File: src/hdl/iasp_pkg.sv
// ----------------------------------------------------------------------------
// iasp_pkg
// Shared types and constants for the indexed animation stream parser.
// ----------------------------------------------------------------------------
package iasp_pkg;

  localparam int unsigned IASP_QUEUE_DEPTH = 2;

  localparam logic [7:0] MAGIC_D     = 8'h44;
  localparam logic [7:0] MAGIC_G     = 8'h47;
  localparam logic [7:0] MAGIC_F     = 8'h46;
  localparam logic [7:0] VERSION_BYTE = 8'h11;
  localparam logic [1:0] MODE_6BIT   = 2'd3;
  localparam logic [3:0] DISP_SHIFT  = 4'd2;

  localparam logic [24:0] ERR_MAGIC   = 25'd0;
  localparam logic [24:0] ERR_VERSION = 25'd1;
  localparam logic [24:0] ERR_MARKER  = 25'd2;

  typedef enum logic [4:0] {
    PH_IDLE, PH_MG, PH_MF, PH_VER, PH_WID, PH_HGT, PH_CINFO, PH_PR, PH_PG, PH_PB,
    PH_MARK, PH_DHI, PH_DLO, PH_FX, PH_FY, PH_FW, PH_FH, PH_TR, PH_DISP, PH_SHX,
    PH_SHY, PH_PIX, PH_NEXT
  } phase_t;

  typedef enum logic [4:0] {
    K_CANVAS_W   = 5'd0,
    K_CANVAS_H   = 5'd1,
    K_COUNT      = 5'd2,
    K_PALETTE    = 5'd3,
    K_DURATION   = 5'd4,
    K_X          = 5'd5,
    K_Y          = 5'd6,
    K_W          = 5'd7,
    K_H          = 5'd8,
    K_TR_TYPE    = 5'd9,
    K_TR_INDEX   = 5'd10,
    K_DISPOSAL   = 5'd11,
    K_DISP_PARAM = 5'd12,
    K_SHIFT_X    = 5'd13,
    K_SHIFT_Y    = 5'd14,
    K_PIXEL      = 5'd15,
    K_END        = 5'd16,
    K_ERROR      = 5'd17
  } kind_t;

  // One classified input byte: up to two ready-made results, or a byte of
  // packed 1/2/4-bit pixels that the back end unpacks.
  typedef struct packed {
    logic [3:0]  cnt;
    logic        unpack;
    logic [1:0]  mode;
    logic [7:0]  data;
    kind_t       kind0;
    logic [24:0] value0;
    kind_t       kind1;
    logic [24:0] value1;
  } cmd_t;

  typedef struct packed {
    logic full;
    logic empty;
  } q_stat_t;

endpackage

File: src/hdl/iasp_front.sv
// ----------------------------------------------------------------------------
// iasp_front
// Header and frame parser: takes one byte per cycle while the queue is not
// full and turns it into a command for the result queue.
// ----------------------------------------------------------------------------
module iasp_front import iasp_pkg::*; (
  input  logic       clk,
  input  logic       rst_n,
  input  logic       cfg_valid,
  input  logic [7:0] cfg_frame_marker,
  input  logic       in_valid,
  output logic       in_ready,
  input  logic [7:0] in_data_byte,
  input  logic       in_start_image,
  input  q_stat_t    q_stat,
  output logic       push,
  output cmd_t       cmd
);

  phase_t      phase_r, phase_nxt;
  logic [1:0]  mode_r, mode_nxt;
  logic [6:0]  pal_left_r, pal_left_nxt;
  logic [15:0] held_r, held_nxt;
  logic [7:0]  fw_r, fw_nxt;
  logic [15:0] pix_left_r, pix_left_nxt;
  logic [1:0]  pix_phase_r, pix_phase_nxt;
  logic [5:0]  carry_r, carry_nxt;
  logic [7:0]  marker_r;

  logic        accept;
  logic [7:0]  b;
  logic [15:0] area;
  logic [3:0]  per_byte;
  logic [3:0]  avail;
  logic [15:0] pix_dec;
  logic [6:0]  pal_dec;

  assign in_ready = !q_stat.full;
  assign accept   = in_valid && in_ready;
  assign b        = in_data_byte;
  assign area     = 16'(fw_r) * 16'(b);
  assign per_byte = 4'd8 >> mode_r;
  assign avail    = (pix_left_r < {12'd0, per_byte}) ? pix_left_r[3:0] : per_byte;
  assign pal_dec  = pal_left_r - 7'd1;
  assign push     = accept && (cmd.cnt != 4'd0);

  always_comb begin
    phase_nxt     = phase_r;
    mode_nxt      = mode_r;
    pal_left_nxt  = pal_left_r;
    held_nxt      = held_r;
    fw_nxt        = fw_r;
    pix_left_nxt  = pix_left_r;
    pix_phase_nxt = pix_phase_r;
    carry_nxt     = carry_r;
    pix_dec       = 16'd0;
    cmd           = '0;
    cmd.kind0     = K_ERROR;
    cmd.kind1     = K_PIXEL;
    if (accept) begin
      if (in_start_image) begin
        if (b == MAGIC_D) begin
          phase_nxt = PH_MG;
        end else begin
          cmd.cnt   = 4'd1;
          cmd.kind0 = K_ERROR;
          cmd.value0 = ERR_MAGIC;
          phase_nxt = PH_IDLE;
        end
      end else begin
        unique case (phase_r)
          PH_MG, PH_MF: begin
            if (b == ((phase_r == PH_MG) ? MAGIC_G : MAGIC_F)) begin
              phase_nxt = (phase_r == PH_MG) ? PH_MF : PH_VER;
            end else begin
              cmd.cnt    = 4'd1;
              cmd.value0 = ERR_MAGIC;
              phase_nxt  = PH_IDLE;
            end
          end
          PH_VER: begin
            if (b == VERSION_BYTE) begin
              phase_nxt = PH_WID;
            end else begin
              cmd.cnt    = 4'd1;
              cmd.value0 = ERR_VERSION;
              phase_nxt  = PH_IDLE;
            end
          end
          PH_WID: begin
            cmd.cnt    = 4'd1;
            cmd.kind0  = K_CANVAS_W;
            cmd.value0 = {17'd0, b};
            phase_nxt  = PH_HGT;
          end
          PH_HGT: begin
            cmd.cnt    = 4'd1;
            cmd.kind0  = K_CANVAS_H;
            cmd.value0 = {17'd0, b};
            phase_nxt  = PH_CINFO;
          end
          PH_CINFO: begin
            mode_nxt     = b[7:6];
            pal_left_nxt = {1'b0, b[5:0]} + 7'd1;
            cmd.cnt      = 4'd1;
            cmd.kind0    = K_COUNT;
            cmd.value0   = {18'd0, pal_left_nxt};
            phase_nxt    = PH_PR;
          end
          PH_PR: begin
            held_nxt  = {b, 8'd0};
            phase_nxt = PH_PG;
          end
          PH_PG: begin
            held_nxt  = {held_r[15:8], b};
            phase_nxt = PH_PB;
          end
          PH_PB: begin
            cmd.cnt      = 4'd1;
            cmd.kind0    = K_PALETTE;
            cmd.value0   = {1'b0, held_r, b};
            pal_left_nxt = pal_dec;
            phase_nxt    = (pal_dec == 7'd0) ? PH_MARK : PH_PR;
          end
          PH_MARK, PH_NEXT: begin
            if (b == marker_r) begin
              phase_nxt = PH_DHI;
            end else begin
              cmd.cnt    = 4'd1;
              cmd.kind0  = (phase_r == PH_MARK) ? K_ERROR : K_END;
              cmd.value0 = (phase_r == PH_MARK) ? ERR_MARKER : 25'd0;
              phase_nxt  = PH_IDLE;
            end
          end
          PH_DHI: begin
            held_nxt  = {8'd0, b};
            phase_nxt = PH_DLO;
          end
          PH_DLO: begin
            cmd.cnt    = 4'd1;
            cmd.kind0  = K_DURATION;
            cmd.value0 = {9'd0, held_r[7:0], b};
            phase_nxt  = PH_FX;
          end
          PH_FX: begin
            cmd.cnt    = 4'd1;
            cmd.kind0  = K_X;
            cmd.value0 = {17'd0, b};
            phase_nxt  = PH_FY;
          end
          PH_FY: begin
            cmd.cnt    = 4'd1;
            cmd.kind0  = K_Y;
            cmd.value0 = {17'd0, b};
            phase_nxt  = PH_FW;
          end
          PH_FW: begin
            cmd.cnt    = 4'd1;
            cmd.kind0  = K_W;
            cmd.value0 = {17'd0, b};
            fw_nxt     = b;
            phase_nxt  = PH_FH;
          end
          PH_FH: begin
            cmd.cnt      = 4'd1;
            cmd.kind0    = K_H;
            cmd.value0   = {17'd0, b};
            pix_left_nxt = area;
            phase_nxt    = PH_TR;
          end
          PH_TR: begin
            cmd.cnt    = 4'd2;
            cmd.kind0  = K_TR_TYPE;
            cmd.value0 = {23'd0, b[7:6]};
            cmd.kind1  = K_TR_INDEX;
            cmd.value1 = {19'd0, b[5:0]};
            phase_nxt  = PH_DISP;
          end
          PH_DISP: begin
            cmd.cnt    = 4'd2;
            cmd.kind0  = K_DISPOSAL;
            cmd.value0 = {21'd0, b[7:4]};
            cmd.kind1  = K_DISP_PARAM;
            cmd.value1 = {21'd0, b[3:0]};
            if (b[7:4] == DISP_SHIFT) begin
              phase_nxt = PH_SHX;
            end else begin
              pix_phase_nxt = 2'd0;
              carry_nxt     = 6'd0;
              phase_nxt     = (pix_left_r == 16'd0) ? PH_NEXT : PH_PIX;
            end
          end
          PH_SHX: begin
            cmd.cnt    = 4'd1;
            cmd.kind0  = K_SHIFT_X;
            cmd.value0 = {{17{b[7]}}, b};
            phase_nxt  = PH_SHY;
          end
          PH_SHY: begin
            cmd.cnt       = 4'd1;
            cmd.kind0     = K_SHIFT_Y;
            cmd.value0    = {{17{b[7]}}, b};
            pix_phase_nxt = 2'd0;
            carry_nxt     = 6'd0;
            phase_nxt     = (pix_left_r == 16'd0) ? PH_NEXT : PH_PIX;
          end
          PH_PIX: begin
            cmd.kind0 = K_PIXEL;
            if (mode_r == MODE_6BIT) begin
              cmd.cnt = 4'd1;
              pix_dec = 16'd1;
              unique case (pix_phase_r)
                2'd1: begin
                  cmd.value0    = {19'd0, carry_r[5:4], b[7:4]};
                  carry_nxt     = {b[3:0], 2'b00};
                  pix_phase_nxt = 2'd2;
                end
                2'd2: begin
                  cmd.value0    = {19'd0, carry_r[5:2], b[7:6]};
                  carry_nxt     = b[5:0];
                  pix_phase_nxt = 2'd0;
                  // second pixel of the group only when it is still due
                  if (pix_left_r >= 16'd2) begin
                    cmd.cnt    = 4'd2;
                    cmd.value1 = {19'd0, b[5:0]};
                    pix_dec    = 16'd2;
                  end
                end
                default: begin
                  cmd.value0    = {19'd0, b[7:2]};
                  carry_nxt     = {b[1:0], 4'd0};
                  pix_phase_nxt = 2'd1;
                end
              endcase
            end else begin
              cmd.cnt    = avail;
              cmd.unpack = 1'b1;
              cmd.mode   = mode_r;
              cmd.data   = b;
              pix_dec    = {12'd0, avail};
            end
            pix_left_nxt = pix_left_r - pix_dec;
            if (pix_left_nxt == 16'd0) begin
              phase_nxt = PH_NEXT;
            end
          end
          default: begin
            phase_nxt = PH_IDLE;
          end
        endcase
      end
    end
  end

  always_ff @(posedge clk) begin
    if (!rst_n) begin
      phase_r     <= PH_IDLE;
      mode_r      <= 2'd0;
      pal_left_r  <= 7'd0;
      held_r      <= 16'd0;
      fw_r        <= 8'd0;
      pix_left_r  <= 16'd0;
      pix_phase_r <= 2'd0;
      carry_r     <= 6'd0;
      marker_r    <= 8'd0;
    end else begin
      phase_r     <= phase_nxt;
      mode_r      <= mode_nxt;
      pal_left_r  <= pal_left_nxt;
      held_r      <= held_nxt;
      fw_r        <= fw_nxt;
      pix_left_r  <= pix_left_nxt;
      pix_phase_r <= pix_phase_nxt;
      carry_r     <= carry_nxt;
      if (cfg_valid) begin
        marker_r <= cfg_frame_marker;
      end
    end
  end

endmodule

File: src/hdl/iasp_queue.sv
// ----------------------------------------------------------------------------
// iasp_queue
// Short command queue between the parser and the result sequencer.
// ----------------------------------------------------------------------------
module iasp_queue import iasp_pkg::*; #(
  parameter int unsigned DEPTH = IASP_QUEUE_DEPTH
) (
  input  logic    clk,
  input  logic    rst_n,
  input  logic    push,
  input  cmd_t    push_cmd,
  input  logic    pop,
  output cmd_t    head,
  output q_stat_t q_stat
);

  localparam int unsigned PW = (DEPTH > 1) ? $clog2(DEPTH) : 1;
  localparam int unsigned CW = $clog2(DEPTH + 1);

  cmd_t          mem_r [DEPTH];
  logic [PW-1:0] wr_ptr_r, wr_ptr_nxt;
  logic [PW-1:0] rd_ptr_r, rd_ptr_nxt;
  logic [CW-1:0] count_r, count_nxt;

  assign head         = mem_r[rd_ptr_r];
  assign q_stat.full  = (count_r == CW'(DEPTH));
  assign q_stat.empty = (count_r == '0);

  always_comb begin
    wr_ptr_nxt = wr_ptr_r;
    rd_ptr_nxt = rd_ptr_r;
    count_nxt  = count_r;
    if (push) begin
      wr_ptr_nxt = (wr_ptr_r == PW'(DEPTH - 1)) ? '0 : wr_ptr_r + PW'(1);
    end
    if (pop) begin
      rd_ptr_nxt = (rd_ptr_r == PW'(DEPTH - 1)) ? '0 : rd_ptr_r + PW'(1);
    end
    if (push && !pop) begin
      count_nxt = count_r + CW'(1);
    end else if (pop && !push) begin
      count_nxt = count_r - CW'(1);
    end
  end

  always_ff @(posedge clk) begin
    if (!rst_n) begin
      wr_ptr_r <= '0;
      rd_ptr_r <= '0;
      count_r  <= '0;
    end else begin
      wr_ptr_r <= wr_ptr_nxt;
      rd_ptr_r <= rd_ptr_nxt;
      count_r  <= count_nxt;
    end
  end

  always_ff @(posedge clk) begin
    if (push) begin
      mem_r[wr_ptr_r] <= push_cmd;
    end
  end

endmodule

File: src/hdl/iasp_back.sv
// ----------------------------------------------------------------------------
// iasp_back
// Result sequencer: steps through the head command one result per cycle,
// while the output register is free or being read, into the output register.
// ----------------------------------------------------------------------------
module iasp_back import iasp_pkg::*; (
  input  logic               clk,
  input  logic               rst_n,
  input  cmd_t               head,
  input  q_stat_t            q_stat,
  output logic               pop,
  output logic               out_valid,
  input  logic               out_ready,
  output logic [4:0]         out_kind,
  output logic signed [24:0] out_value,
  output logic               out_last_result
);

  logic        out_valid_r, out_valid_nxt;
  kind_t       kind_r;
  logic [24:0] value_r;
  logic        last_r;
  logic [2:0]  idx_r, idx_nxt;

  logic        fire;
  logic        last;
  logic [2:0]  shamt;
  logic [7:0]  shifted;
  logic [24:0] pix_val;
  kind_t       res_kind;
  logic [24:0] res_value;

  assign fire    = !q_stat.empty && (!out_valid_r || out_ready);
  assign last    = (({1'b0, idx_r} + 4'd1) == head.cnt);
  assign pop     = fire && last;
  assign shamt   = idx_r << head.mode;
  assign shifted = head.data << shamt;

  always_comb begin
    unique case (head.mode)
      2'd0:    pix_val = {24'd0, shifted[7]};
      2'd1:    pix_val = {23'd0, shifted[7:6]};
      default: pix_val = {21'd0, shifted[7:4]};
    endcase
    if (head.unpack) begin
      res_kind  = K_PIXEL;
      res_value = pix_val;
    end else if (idx_r[0]) begin
      res_kind  = head.kind1;
      res_value = head.value1;
    end else begin
      res_kind  = head.kind0;
      res_value = head.value0;
    end
    out_valid_nxt = out_valid_r;
    idx_nxt       = idx_r;
    if (fire) begin
      out_valid_nxt = 1'b1;
      idx_nxt       = last ? 3'd0 : idx_r + 3'd1;
    end else if (out_ready) begin
      out_valid_nxt = 1'b0;
    end
  end

  always_ff @(posedge clk) begin
    if (!rst_n) begin
      out_valid_r <= 1'b0;
      idx_r       <= 3'd0;
    end else begin
      out_valid_r <= out_valid_nxt;
      idx_r       <= idx_nxt;
    end
  end

  always_ff @(posedge clk) begin
    if (fire) begin
      kind_r  <= res_kind;
      value_r <= res_value;
      last_r  <= last;
    end
  end

  assign out_valid       = out_valid_r;
  assign out_kind        = kind_r;
  assign out_value       = value_r;
  assign out_last_result = last_r;

endmodule

File: src/hdl/indexed_animation_stream_parser.sv
// ----------------------------------------------------------------------------
// indexed_animation_stream_parser
// Byte-serial parser for indexed-color animation images.
// ----------------------------------------------------------------------------
// Usage:
//   Input channel (in_*): one image byte per request, with in_start_image set
//   on the first magic letter. Result channel (out_*): one (kind, value) pair
//   per request, out_last_result marking the final result of an input byte.
//   Configuration channel (cfg_*): frame marker byte, always ready; write it
//   while the block is idle.
//   A byte's first result passes the command queue, then the output register,
//   when the result path is free. Bytes with no result leave no trace
//   downstream. Throughput: one byte per cycle while the queue has room, one
//   result per cycle while the receiver is ready. A byte gives up to eight
//   results (at 1 bit per pixel), all through the single output register;
//   the command queue lets the parser run ahead.
//   Reset clears parser state, the queue and the output register; the frame
//   marker returns to 0. When the receiver stalls, the output holds, the
//   queue fills, and in_ready drops once the queue is full.
// ----------------------------------------------------------------------------
module indexed_animation_stream_parser import iasp_pkg::*; #(
  parameter int unsigned QUEUE_DEPTH = IASP_QUEUE_DEPTH
) (
  input  logic               clk,
  input  logic               rst_n,
  input  logic               cfg_valid,
  output logic               cfg_ready,
  input  logic [7:0]         cfg_frame_marker,
  input  logic               in_valid,
  output logic               in_ready,
  input  logic [7:0]         in_data_byte,
  input  logic               in_start_image,
  output logic               out_valid,
  input  logic               out_ready,
  output logic [4:0]         out_kind,
  output logic signed [24:0] out_value,
  output logic               out_last_result
);

  q_stat_t q_stat;
  logic    push;
  logic    pop;
  cmd_t    push_cmd;
  cmd_t    head;

  assign cfg_ready = 1'b1;

  iasp_front u_front (
    .clk              (clk),
    .rst_n            (rst_n),
    .cfg_valid        (cfg_valid),
    .cfg_frame_marker (cfg_frame_marker),
    .in_valid         (in_valid),
    .in_ready         (in_ready),
    .in_data_byte     (in_data_byte),
    .in_start_image   (in_start_image),
    .q_stat           (q_stat),
    .push             (push),
    .cmd              (push_cmd)
  );

  iasp_queue #(
    .DEPTH (QUEUE_DEPTH)
  ) u_queue (
    .clk      (clk),
    .rst_n    (rst_n),
    .push     (push),
    .push_cmd (push_cmd),
    .pop      (pop),
    .head     (head),
    .q_stat   (q_stat)
  );

  iasp_back u_back (
    .clk             (clk),
    .rst_n           (rst_n),
    .head            (head),
    .q_stat          (q_stat),
    .pop             (pop),
    .out_valid       (out_valid),
    .out_ready       (out_ready),
    .out_kind        (out_kind),
    .out_value       (out_value),
    .out_last_result (out_last_result)
  );

  // error and end each stand alone for their byte
  a_error_alone: assert property (@(posedge clk) disable iff (!rst_n)
    out_valid && (out_kind == K_ERROR) |-> out_last_result)
    else $error("error result not last of its byte");

  a_end_alone: assert property (@(posedge clk) disable iff (!rst_n)
    out_valid && (out_kind == K_END) |-> out_last_result && (out_value == 25'sd0))
    else $error("end result malformed");

  // transparency type is always followed by its index from the same byte
  a_tr_pair: assert property (@(posedge clk) disable iff (!rst_n)
    out_valid && (out_kind == K_TR_TYPE) |-> !out_last_result)
    else $error("transparency type ended its byte");

  a_reset_clean: assert property (@(posedge clk)
    !rst_n |=> !out_valid && in_ready)
    else $error("state not clean after reset");

  a_queue_ok: assert property (@(posedge clk) disable iff (!rst_n)
    q_stat.empty |-> !pop)
    else $error("pop from empty queue");

endmodule
File: config.mk
export PLATFORM = sky130hd
export DESIGN_NAME = indexed_animation_stream_parser
export DESIGN_NICKNAME = d
export VERILOG_FILES = /design/src/hdl/iasp_pkg.sv /design/src/hdl/iasp_front.sv /design/src/hdl/iasp_queue.sv /design/src/hdl/iasp_back.sv /design/src/hdl/indexed_animation_stream_parser.sv
export SDC_FILE = /design/constraint.sdc
export NUM_CORES = 1
export LEC_CHECK = 0
export BUFFER_PORTS_ARGS = -buffer_cell sky130_fd_sc_hd__buf_2
export CAP_MARGIN = 20
export CORE_AREA = 2 2 197 199
export DETAILED_ROUTE_END_ITERATION = 10
export DIE_AREA = 0 0 199 201
export GPL_TIMING_DRIVEN = 0
export HOLD_SLACK_MARGIN = 0.03
export PLACE_DENSITY = 0.57
export SLEW_MARGIN = 30
export SYNTH_ARGS = -nofsm -noshare
export SYNTH_HDL_FRONTEND = slang
export SYNTH_HIERARCHICAL = 1
export SYNTH_SLANG_ARGS = --single-unit
File: constraint.sdc
create_clock -name clk -period 12.5 [get_ports clk]
set_clock_uncertainty 0.1 [all_clocks]
set_input_delay 2.5 -clock clk [delete_from_list [all_inputs] [get_ports clk]]
set_output_delay 2.5 -clock clk [all_outputs]
set_load 0.005 [all_outputs]
==> flow_summary.yaml <==
run_status:
  status: "complete, no violations"
timing:
  fmax_mhz: 136
  tns_ns: 0
  setup-violations-final: 0
  relSlewSlack: 0.413
  hold_viol: 0
  period_minus_slack_ns: 7.38
  maxSlewViolCount: 0
  worstMarginPinSlew_ns: 0.873
  timing.final.ws_setup_ns: 5.12
  period_share: 0.590
  rsz0062_at_grt: "false"
clocking:
  cts_htree_levels: 1
  numCtsBuffers: 29
  clock_latency_ns: 0.57
  cts_tree: "built"
  path_clk_slew_ns: 0.06
  post_cts_resized: 0
  post-cts-setup-buffers: 0
  clk_path_buf_depth: 3
  cts-root-buf: "clkbuf_16"
  ctsHoldBuffers: 0
  cts_sinks: 258
global_routing:
  grt_max_degree: 42
  grt_pass1_wl_um: 61600
  antenna_found_initial: 1
  grt_pass1_vias: 10800
  grt-ovfl-total: 0
  grt_usage: 0.198
critical_path:
  cp-start-kind: "input pin"
  path_cells: "buf_2, clkbuf_1, clkbuf_1, nand2_1, fa_1, fa_1, inv_1, fa_1, fa_1, ha_1, o21a_1, o21a_1, o22ai_1, a31oi_1, xnor2_1, o221ai_1, o211a_1"
  cp.arrival_ns: 7.73
  required_ns: 12.86
  crit_type: "input pin to register"
  worst_path_largest_cell_delay_ns: 0.62
  slowest_stage: "clkbuf_1"
  startpoint: "in_data_byte[6]"
  rr_startpoint: "u_front/fw_r[4]"
  path_common_cell: "fa_1"
  crit_fanout: 10
  setup.worst_path.end_class: "register"
flow_run:
  drv_cap: 0
power_and_ir_drop:
  power_density_mw_per_mm2: 122
  leakage_nw: 6.67
  worst_ir_drop_vdd_mv: 0.0938
routing:
  routed_wl_um: 39200
  drt-vias-per-instance: 5.34
  vias: 11000
  wl_per_cell_um: 19.1
  drcViolationCount: 0
  ant_nets: 0
  firstDrtPassIters: 5
  drt_iter0_drc: 853
logic_synthesis:
  synthesis.area_mm2: 0.0150
  syn_inst: 1406
  ys_types: 88
  synthTopCellsByArea: "edfxtp_1 (36%), dfxtp_1 (10%), mux2_2 (5.6%)"
  synth_edf_count: 181
  yosys.area.top_type: "edfxtp_1"
  synth_top_area_frac: 0.363
  synth_ff_type: "edfxtp_1"
  synth-async-reset-ratio: 0
  ys_ff_latch: 258
  synth-seq-area-share: 0.466
  avgSynthCellArea_um2: 10.7
  synth-warning-count: 6
die:
  die_area_mm2: 0.0400
  die_w_um: 199
  start_util: 0.393
  io_pins: 56
  row_count: 72
  die_h_um: 201
  core_area_mm2: 0.0381
worst_hold_path:
  hp-start: "u_front/carry_r[4]"
  min_path_type: "register to register"
layout:
  drive_gt1_frac: 0.169
  fillCellCount: 3627
  multi_input_comb_area_mm2: 0.00721
  antenna_cells: 0
  instances_no_fill: 2055
  final_nets: 1625
  ff_latch_area_mm2: 0.00698
  area_delta_synth_final_pct: 13.9
  final_area_mm2: 0.0171
place:
  placed_cells: 2001
  pre_cts_ws_ns: 4.56
  gp_congestion: 0.959
  hpwl_um: 28800
  port_buffers: 53
  dpl_cell_area_mm2: 0.0161
cells by family after synthesis:
logic type	Yosys count	synth area share
compound gates	269	0.122
xor+xnor	41	0.0240
fa+ha+maj	89	0.0929
buf+inv	183	0.0579
flops	258	0.466
mux	124	0.0900
other cells	3	0.000752
simple gates	439	0.146
Yosys cell counts (all sizes together) (13+ instances only):
cell    number
a211oi      14
a21o        18
a21oi       65
a22oi       25
and2        44
buf         55
clkbuf      57
dfxtp       77
edfxtp     181
fa          37
ha          52
inv         70
mux2        75
mux2i       48
nand2       92
nand2b      13
nand3       22
nor2       152
nor2b       18
nor3        29
nor4        14
o21ai       54
xnor2       15
xor2        26
routing by layer:
metal / track usage / vias up / part of all wire
li1: - / 5229 / -
met1: 0.275 / 5366 / 0.45
met2: 0.321 / 296 / 0.46
met3: 0.0286 / 79 / 0.055
met4: 0.0584 / 2 / 0.028
met5: 0 / - / 0.00046
per-stage QoR:
stage               total power [mW]   util  hold WS (ns)
floorplan                       1.16      -         0.350
global placement                1.25  0.419         0.369
detailed placement              1.25  0.423         0.374
CTS                             2.11  0.448         0.388
global route                    2.17  0.448         0.429
finish                          2.08  0.448         0.381
worst max-delay path: cells and delay by family:
kind,cells,cell delay (ns)
buffers and inverters,4,1.36
adder cells (fa/ha/maj),5,2.42
AO/OA/AOI/OAI,6,1.09
AND/OR/NAND/NOR,1,0.16
XOR/XNOR,1,0.20
cell usage in the layout, fill, tap and decap left out, types with 52 or more instances in the layout:
master | netlist | layout
nor2_1 | 152 | 152
mux2_2 | 75 | 75
clkbuf_1 | 56 | 60
buf_2 | 15 | 68
ha_1 | 52 | 52
nand2_1 | 92 | 92
a21oi_1 | 65 | 65
inv_1 | 69 | 69
dfxtp_1 | 77 | 77
edfxtp_1 | 181 | 181
power by group:
group          total [mW]  switching [mW]  internal, mW  leakage [nW]
clock network       0.851           0.353         0.498         0.471
logic               0.254           0.148         0.106          3.87
registers           0.978          0.0115         0.966          2.33
total                2.08           0.512          1.57          6.67
flip-flops by register name (all words and copies together), names as in the netlist, named ones only:
signal / cells
u_back/out_last_result: 1
u_front/carry_r: 4
u_queue/wr_ptr_r: 1
u_back/out_kind: 5
u_front/mode_r: 2
u_queue/count_r: 2
u_front/phase_r: 5
u_front/pix_phase_r: 2
u_front/pix_left_r: 16
u_front/held_r: 16
u_front/fw_r: 8
u_back/out_value: 25
u_back/idx_r: 3
u_queue/rd_ptr_r: 1
u_front/marker_r: 8
u_front/pal_left_r: 7
u_back/out_valid: 1
u_queue/mem_r: 150
layout make-up:
type | instances | area share
Timing Repair Buffer | 58 | 0.0232
Clock inverter | 19 | 0.0119
Sequential cell | 258 | 0.409
Clock buffer | 35 | 0.0444
Multi-Input combinational cell | 984 | 0.423
Inverter | 71 | 0.0156
Tap cell | 518 | 0.0380
Buffer | 112 | 0.0353
worst paths after layout:
kind,endpoint,slack [ns],cells after the start
worst max-delay path,u_front/pix_left_r[14],5.12,17
worst min-delay path,u_front/carry_r[4],0.38,2
worst max register to register,u_front/pix_left_r[14],7.76,14
worst min register to register,u_front/carry_r[4],0.38,2
Note: power is estimated with default switching activity, not from simulation.
